--- src/hdl/rme_pkg.sv ---
// ----------------------------------------------------------------------------
// rme_pkg
// Shared widths, constants and helpers for the rotation matrix to Euler
// angle converter.
// ----------------------------------------------------------------------------
package rme_pkg;

    localparam int ELEM_W    = 16;   // Q2.14 matrix element
    localparam int OPND_W    = 18;   // CORDIC operand before scaling
    localparam int FRAC_IN   = 14;
    localparam int CW        = 34;   // CORDIC x, y and angle width
    localparam int ATAN_W    = 30;
    localparam int MAG_W     = 32;
    localparam int GAIN_W    = 30;
    localparam int PROD_W    = MAG_W + GAIN_W;
    localparam int SY_W      = 17;
    localparam int THR_W     = 15;
    localparam int ANG_W     = 16;
    localparam int ANG_SHIFT = 17;
    localparam int ANGLE_MAX = 25736;

    localparam int CORDIC_STEPS_DEFAULT = 16;
    localparam int CORDIC_STEPS_MAX     = 32;

    localparam logic [GAIN_W-1:0]     INV_GAIN   = 30'd652032874;
    localparam logic signed [CW-1:0]  HALF_PI_Z  = 34'sd1686629713;
    localparam logic [THR_W-1:0]      THR_RESET  = 15'd1;

    // round(atan(2^-i) * 2^30)
    localparam logic [ATAN_W-1:0] ATAN_TABLE [CORDIC_STEPS_MAX] = '{
        30'd843314857, 30'd497837829, 30'd263043837, 30'd133525159,
        30'd67021687,  30'd33543516,  30'd16775851,  30'd8388437,
        30'd4194283,   30'd2097149,   30'd1048576,   30'd524288,
        30'd262144,    30'd131072,    30'd65536,     30'd32768,
        30'd16384,     30'd8192,      30'd4096,      30'd2048,
        30'd1024,      30'd512,       30'd256,       30'd128,
        30'd64,        30'd32,        30'd16,        30'd8,
        30'd4,         30'd2,         30'd1,         30'd0
    };

    // Round an angle (2^30 per radian) to Q3.13 and clamp to +/- pi.
    function automatic logic signed [ANG_W-1:0] angle_out(
        input logic signed [CW-1:0] z
    );
        logic signed [CW:0]           sum;
        logic signed [CW-ANG_SHIFT:0] r;
        logic signed [CW-ANG_SHIFT:0] lim;
        sum = $signed({z[CW-1], z}) + $signed((CW+1)'(1 << (ANG_SHIFT - 1)));
        r   = sum[CW:ANG_SHIFT];
        lim = $signed((CW-ANG_SHIFT+1)'(ANGLE_MAX));
        if (r > lim) begin
            r = lim;
        end else if (r < -lim) begin
            r = -lim;
        end
        return r[ANG_W-1:0];
    endfunction

    typedef struct packed {
        logic signed [ELEM_W-1:0] r20;
        logic signed [ELEM_W-1:0] r21;
        logic signed [ELEM_W-1:0] r22;
        logic signed [ELEM_W-1:0] r11;
        logic signed [ELEM_W-1:0] r12;
    } rme_elems_t;

    typedef struct packed {
        logic signed [ANG_W-1:0] yaw;
        logic                    singular;
    } rme_side_t;

    typedef struct packed {
        logic signed [ANG_W-1:0] roll;
        logic signed [ANG_W-1:0] pitch;
        logic signed [ANG_W-1:0] yaw;
        logic                    singular;
    } rme_result_t;

endpackage

--- src/hdl/rme_cordic.sv ---
// ----------------------------------------------------------------------------
// rme_cordic
// Pipelined vectoring CORDIC: one register stage for the quadrant fold,
// then one per iteration.
// ----------------------------------------------------------------------------
module rme_cordic #(
    parameter int STEPS = rme_pkg::CORDIC_STEPS_DEFAULT
) (
    input  logic                              aclk,
    input  logic                              en,
    input  logic signed [rme_pkg::OPND_W-1:0] in_x,
    input  logic signed [rme_pkg::OPND_W-1:0] in_y,
    output logic signed [rme_pkg::CW-1:0]     out_z,
    output logic        [rme_pkg::MAG_W-1:0]  out_mag
);
    import rme_pkg::*;

    localparam int EXT = CW - OPND_W - FRAC_IN;

    logic signed [CW-1:0] x_reg [STEPS+1];
    logic signed [CW-1:0] y_reg [STEPS+1];
    logic signed [CW-1:0] z_reg [STEPS+1];
    logic                 zero_reg [STEPS+1];

    logic signed [CW-1:0] wx, wy, px_next, py_next, pz_next;

    assign wx = {{EXT{in_x[OPND_W-1]}}, in_x, {FRAC_IN{1'b0}}};
    assign wy = {{EXT{in_y[OPND_W-1]}}, in_y, {FRAC_IN{1'b0}}};

    // fold the left half plane onto the right one
    always_comb begin
        px_next = wx;
        py_next = wy;
        pz_next = '0;
        if (wx[CW-1]) begin
            if (!wy[CW-1]) begin
                px_next = wy;
                py_next = -wx;
                pz_next = HALF_PI_Z;
            end else begin
                px_next = -wy;
                py_next = wx;
                pz_next = -HALF_PI_Z;
            end
        end
    end

    always_ff @(posedge aclk) begin
        if (en) begin
            x_reg[0]    <= px_next;
            y_reg[0]    <= py_next;
            z_reg[0]    <= pz_next;
            zero_reg[0] <= (wx == '0) && (wy == '0);
        end
    end

    for (genvar i = 0; i < STEPS; i++) begin : g_step
        localparam logic signed [CW-1:0] ATAN_I =
            $signed({{(CW-ATAN_W){1'b0}}, ATAN_TABLE[i]});
        always_ff @(posedge aclk) begin
            if (en) begin
                zero_reg[i+1] <= zero_reg[i];
                if (!y_reg[i][CW-1]) begin
                    x_reg[i+1] <= x_reg[i] + (y_reg[i] >>> i);
                    y_reg[i+1] <= y_reg[i] - (x_reg[i] >>> i);
                    z_reg[i+1] <= z_reg[i] + ATAN_I;
                end else begin
                    x_reg[i+1] <= x_reg[i] - (y_reg[i] >>> i);
                    y_reg[i+1] <= y_reg[i] + (x_reg[i] >>> i);
                    z_reg[i+1] <= z_reg[i] - ATAN_I;
                end
            end
        end
    end

    // a zero vector gives angle 0 and magnitude 0
    assign out_z   = zero_reg[STEPS] ? '0 : z_reg[STEPS];
    assign out_mag = (zero_reg[STEPS] || x_reg[STEPS][CW-1]) ? '0
                   : x_reg[STEPS][MAG_W-1:0];

endmodule

--- config.mk ---
export PLATFORM = sky130hd
export DESIGN_NAME = rme_cordic
export DESIGN_NICKNAME = d
export VERILOG_FILES = /design/src/hdl/rme_pkg.sv /design/src/hdl/rme_cordic.sv
export SDC_FILE = /design/constraint.sdc
export NUM_CORES = 2
export LEC_CHECK = 0
export BUFFER_PORTS_ARGS = -buffer_cell sky130_fd_sc_hd__clkbuf_2
export CELL_PAD_IN_SITES_DETAIL_PLACEMENT = 1
export CELL_PAD_IN_SITES_GLOBAL_PLACEMENT = 2
export CORE_ASPECT_RATIO = 1.75
export CORE_MARGIN = 5
export CORE_UTILIZATION = 46
export CTS_CLUSTER_DIAMETER = 200
export DETAILED_ROUTE_END_ITERATION = 10
export PLACE_DENSITY = 0.94
export SETUP_SLACK_MARGIN = 0.2
export SLEW_MARGIN = 20
export SYNTH_ARGS = -nofsm -noshare
export SYNTH_HDL_FRONTEND = slang
export SYNTH_SLANG_ARGS = --single-unit
--- constraint.sdc ---
create_clock -name aclk -period 9.03 [get_ports aclk]
set_input_delay 1.806 -clock aclk [delete_from_list [all_inputs] [get_ports aclk]]
set_output_delay 1.806 -clock aclk [all_outputs]
set_load 0.05 [all_outputs]
==> metrics.log <==
INFO  metric fraction_of_final_layout_cells_sized_beyond_drive_strength_1 = 0.0430
INFO  metric synth_edf_count = 1537
INFO  metric finalSetupViolCount = 0
INFO  metric ant_nets = 0
INFO  metric synthFlopType = sky130_fd_sc_hd__edfxtp_1
INFO  metric total_via_count_in_the_routed_design = 101000
INFO  metric detail_route.wirelength = 405000 µm
INFO  metric post_synthesis_cell_area = 124000 µm²
INFO  metric cts_resized = 0
INFO  metric synth_sequential_area_ratio = 0.373
INFO  metric worst_slew_margin_rel = 0.201
INFO  metric synth.ff_latch_count = 1537
INFO  metric cp_slowest_stage_delay = 740 ps
INFO  metric maximum_number_of_pins_on_one_net_before_global_route_repair = 160
INFO  metric drtPass1Iterations = 7
INFO  metric cp.arrival = 7510 ps
INFO  metric clockRootBuffer = sky130_fd_sc_hd__clkbuf_16
INFO  metric yosysWarnings = 0
INFO  metric detailedPlacementHpwl = 327000 µm
INFO  metric crit_buf_inv = 3
INFO  metric max_cap_viol_count = 0
INFO  metric critPathRequiredTime = 9600 ps
INFO  metric clock_latency = 890 ps
INFO  metric clock_tree.htree_level_count = 4
INFO  metric fp.dieH = 696 µm
INFO  metric largest_register_ffs = 547
INFO  metric gp_routability_congestion = 1.05
INFO  metric post_cts_hold_buffer_count = 0
INFO  metric wire_length_of_the_first_global_routing_pass = 618000 µm
INFO  metric asyncSetResetFlopFracSynth = 0
INFO  metric path_max_fanout = 126
INFO  metric avgViaCountPerCell = 6.09
INFO  metric initial_core_util = 0.461
INFO  metric grt_setup_unrepaired = no
INFO  metric area_growth_syn_to_layout = 8.03%
INFO  metric cts.repair_timing.setup_buffer_count = 0
INFO  metric fin_setup_tns = 0 ps
INFO  metric clk_pin_slew_worst_paths = 70 ps
INFO  metric whs = 380 ps
INFO  metric most_common_cell_after_layout_fill_and_taps_aside = sky130_fd_sc_hd__edfxtp_1
INFO  metric worst_slew_pin_tran = 1190 ps
INFO  metric status = completed
INFO  metric portBuffers = 103
INFO  metric cts_num_sinks = 1537
INFO  metric finalCriticalPeriod = 6940 ps
INFO  metric die_area = 280000 µm²
INFO  metric tritoncts_buffers = 166
INFO  metric crit_chain = buf_12, buf_12, nand2_1, inv_2, nor2_1, xnor2_1, ha_1, nor2b_1, o21ai_1, a21boi_1, a21o_1, o311a_1, o41a_1, a41oi_1, a21oi_1, a21o_1, a311o_1, xor2_1
INFO  metric drc_markers = 0
INFO  metric fin_crit_sh = 0.769
INFO  metric gr-usage-all-layers = 0.279
INFO  metric hold_path.class = reg2reg
INFO  metric post_drt_wl_per_cell = 24.5 µm
INFO  metric initial_antenna_violation_count = 7
INFO  metric coreArea = 268000 µm²
INFO  metric crit_path_start_kind = input port
INFO  metric grt_pass1_vias = 111000
INFO  metric drt_iter0_markers = 4148
INFO  metric critPathSlowestCell = sky130_fd_sc_hd__inv_2
INFO  metric synthesis.instances = 12700
INFO  metric post_synth_num_cell_types = 99
INFO  metric most-common-layout-cells = sky130_fd_sc_hd__edfxtp_1, sky130_fd_sc_hd__ha_1, sky130_fd_sc_hd__a21oi_1
INFO  metric fin_worst_skew = 89.3 ps
INFO  metric design.portCount = 104
INFO  metric dieWidth = 402 µm
INFO  metric worstSetupEndpointType = flop
INFO  metric timing_max_transition_violations_final = 0
INFO  metric synth_area_per_inst = 9.71 µm²
INFO  metric layout.filler_cells = 30200
INFO  metric timing.critical_path.max_delay_family = compound AO/OA/AOI/OAI gates
INFO  metric finish.net_count = 14200
INFO  metric globalRouteOverflowTotal = 0
INFO  metric timing_worst_setup_path_type = in2reg
INFO  metric ctsLongestPathBuffers = 4
INFO  metric timing_hold_violations_final = 0
INFO  metric maximum_operating_frequency = 144 MHz
INFO  metric rows = 252
INFO  metric cts_tree = done
-- per-stage QoR --
step / util / area (µm²) / worst slack (ps) / std cells
2_1_floorplan: - / 124000 / 2530 / 12700
3_3_place_gp: 0.478 / 128000 / 1430 / 16200
3_5_place_dp: 0.478 / 128000 / 1340 / 16200
4_1_cts: 0.498 / 134000 / 2220 / 16500
5_1_grt: 0.498 / 134000 / 1880 / 16500
6_report: 0.498 / 134000 / 2090 / 16500
-- cell type report --
| cell class | count | area (µm²) | share of cell area |
|---|---|---|---|
| diodes | 3 | 7.51 | 0.0000562 |
| clock inverters | 93 | 960 | 0.00718 |
| flip-flops and latches | 1537 | 46200 | 0.345 |
| inverters | 534 | 2000 | 0.0150 |
| clock buffers | 192 | 4290 | 0.0321 |
| multi-input cells | 10400 | 74600 | 0.558 |
| repair buffers | 177 | 1160 | 0.00869 |
| well taps | 3556 | 4450 | 0.0333 |
-- worst paths after layout --
check                          start                      end  slack, ps  cells past startpoint
max                               en  x_reg[16][30]$_DFFE_PP_       2090                     18
min           z_reg[11][7]$_DFFE_PP_   z_reg[12][7]$_DFFE_PP_        380                      0
max reg2reg  y_reg[11][11]$_DFFE_PP_  x_reg[12][32]$_DFFE_PP_       2980                     21
min reg2reg   z_reg[11][7]$_DFFE_PP_   z_reg[12][7]$_DFFE_PP_        380                      0
-- cells in the mapped netlist (34+ instances only) --
library cell / n / area share
sky130_fd_sc_hd__inv_1: 520 / 0.016
sky130_fd_sc_hd__o21a_1: 157 / 0.0095
sky130_fd_sc_hd__o21ai_1: 140 / 0.0057
sky130_fd_sc_hd__a211o_1: 34 / 0.0024
sky130_fd_sc_hd__o211ai_1: 38 / 0.0023
sky130_fd_sc_hd__a21o_1: 641 / 0.039
sky130_fd_sc_hd__or3_1: 95 / 0.0048
sky130_fd_sc_hd__or4_1: 53 / 0.0032
sky130_fd_sc_hd__o41ai_1: 78 / 0.0055
sky130_fd_sc_hd__o31a_1: 35 / 0.0025
sky130_fd_sc_hd__a21oi_1: 1245 / 0.050
sky130_fd_sc_hd__nor4_1: 81 / 0.0041
sky130_fd_sc_hd__nand4_1: 104 / 0.0053
sky130_fd_sc_hd__and2_1: 93 / 0.0047
sky130_fd_sc_hd__o21bai_1: 176 / 0.011
sky130_fd_sc_hd__nand2b_1: 210 / 0.011
sky130_fd_sc_hd__ha_1: 1326 / 0.13
sky130_fd_sc_hd__nand2_1: 783 / 0.024
sky130_fd_sc_hd__nand3_1: 157 / 0.0064
sky130_fd_sc_hd__nor2b_1: 244 / 0.012
sky130_fd_sc_hd__xnor2_1: 1152 / 0.082
sky130_fd_sc_hd__fa_1: 42 / 0.0068
sky130_fd_sc_hd__nor2_1: 964 / 0.029
sky130_fd_sc_hd__and3_1: 123 / 0.0062
sky130_fd_sc_hd__a211oi_1: 77 / 0.0047
sky130_fd_sc_hd__nor3_1: 284 / 0.011
sky130_fd_sc_hd__mux2i_1: 43 / 0.0035
sky130_fd_sc_hd__edfxtp_1: 1537 / 0.37
sky130_fd_sc_hd__xor2_1: 632 / 0.045
sky130_fd_sc_hd__o31ai_1: 119 / 0.0072
sky130_fd_sc_hd__a31oi_1: 117 / 0.0059
sky130_fd_sc_hd__clkbuf_1: 215 / 0.0065
sky130_fd_sc_hd__or2_2: 43 / 0.0022
sky130_fd_sc_hd__o21ai_0: 622 / 0.025
-- routing by layer --
| metal | GRT usage | share of wire | vias to the layer above | routed length [µm] |
|---|---|---|---|---|
| li1 | - | - | 47200 | - |
| met1 | 0.215 | 0.29 | 49100 | 117000 |
| met2 | 0.569 | 0.56 | 2463 | 228000 |
| met3 | 0.0339 | 0.028 | 1805 | 11400 |
| met4 | 0.276 | 0.12 | 6 | 48700 |
| met5 | 0 | 0.000091 | - | 37 |
-- logic make-up (layout without fill, tap and decap cells) --
logic type               Yosys count  count (layout)  share of synthesized area
multiplexers                      69              69                    0.00585
AO/OA/AOI/OAI                   3841            3841                      0.197
other                              1               5                  0.0000303
buffers and inverters            781             996                     0.0241
XOR/XNOR                        1784            1784                      0.126
adder cells (fa/ha/maj)         1368            1368                      0.141
AND/OR/NAND/NOR                 3358            3358                      0.133
flip-flops                      1537            1537                      0.373
Power is not shown: default switching activity piles up to over one toggle a cycle in this logic, so the estimate is an artifact.
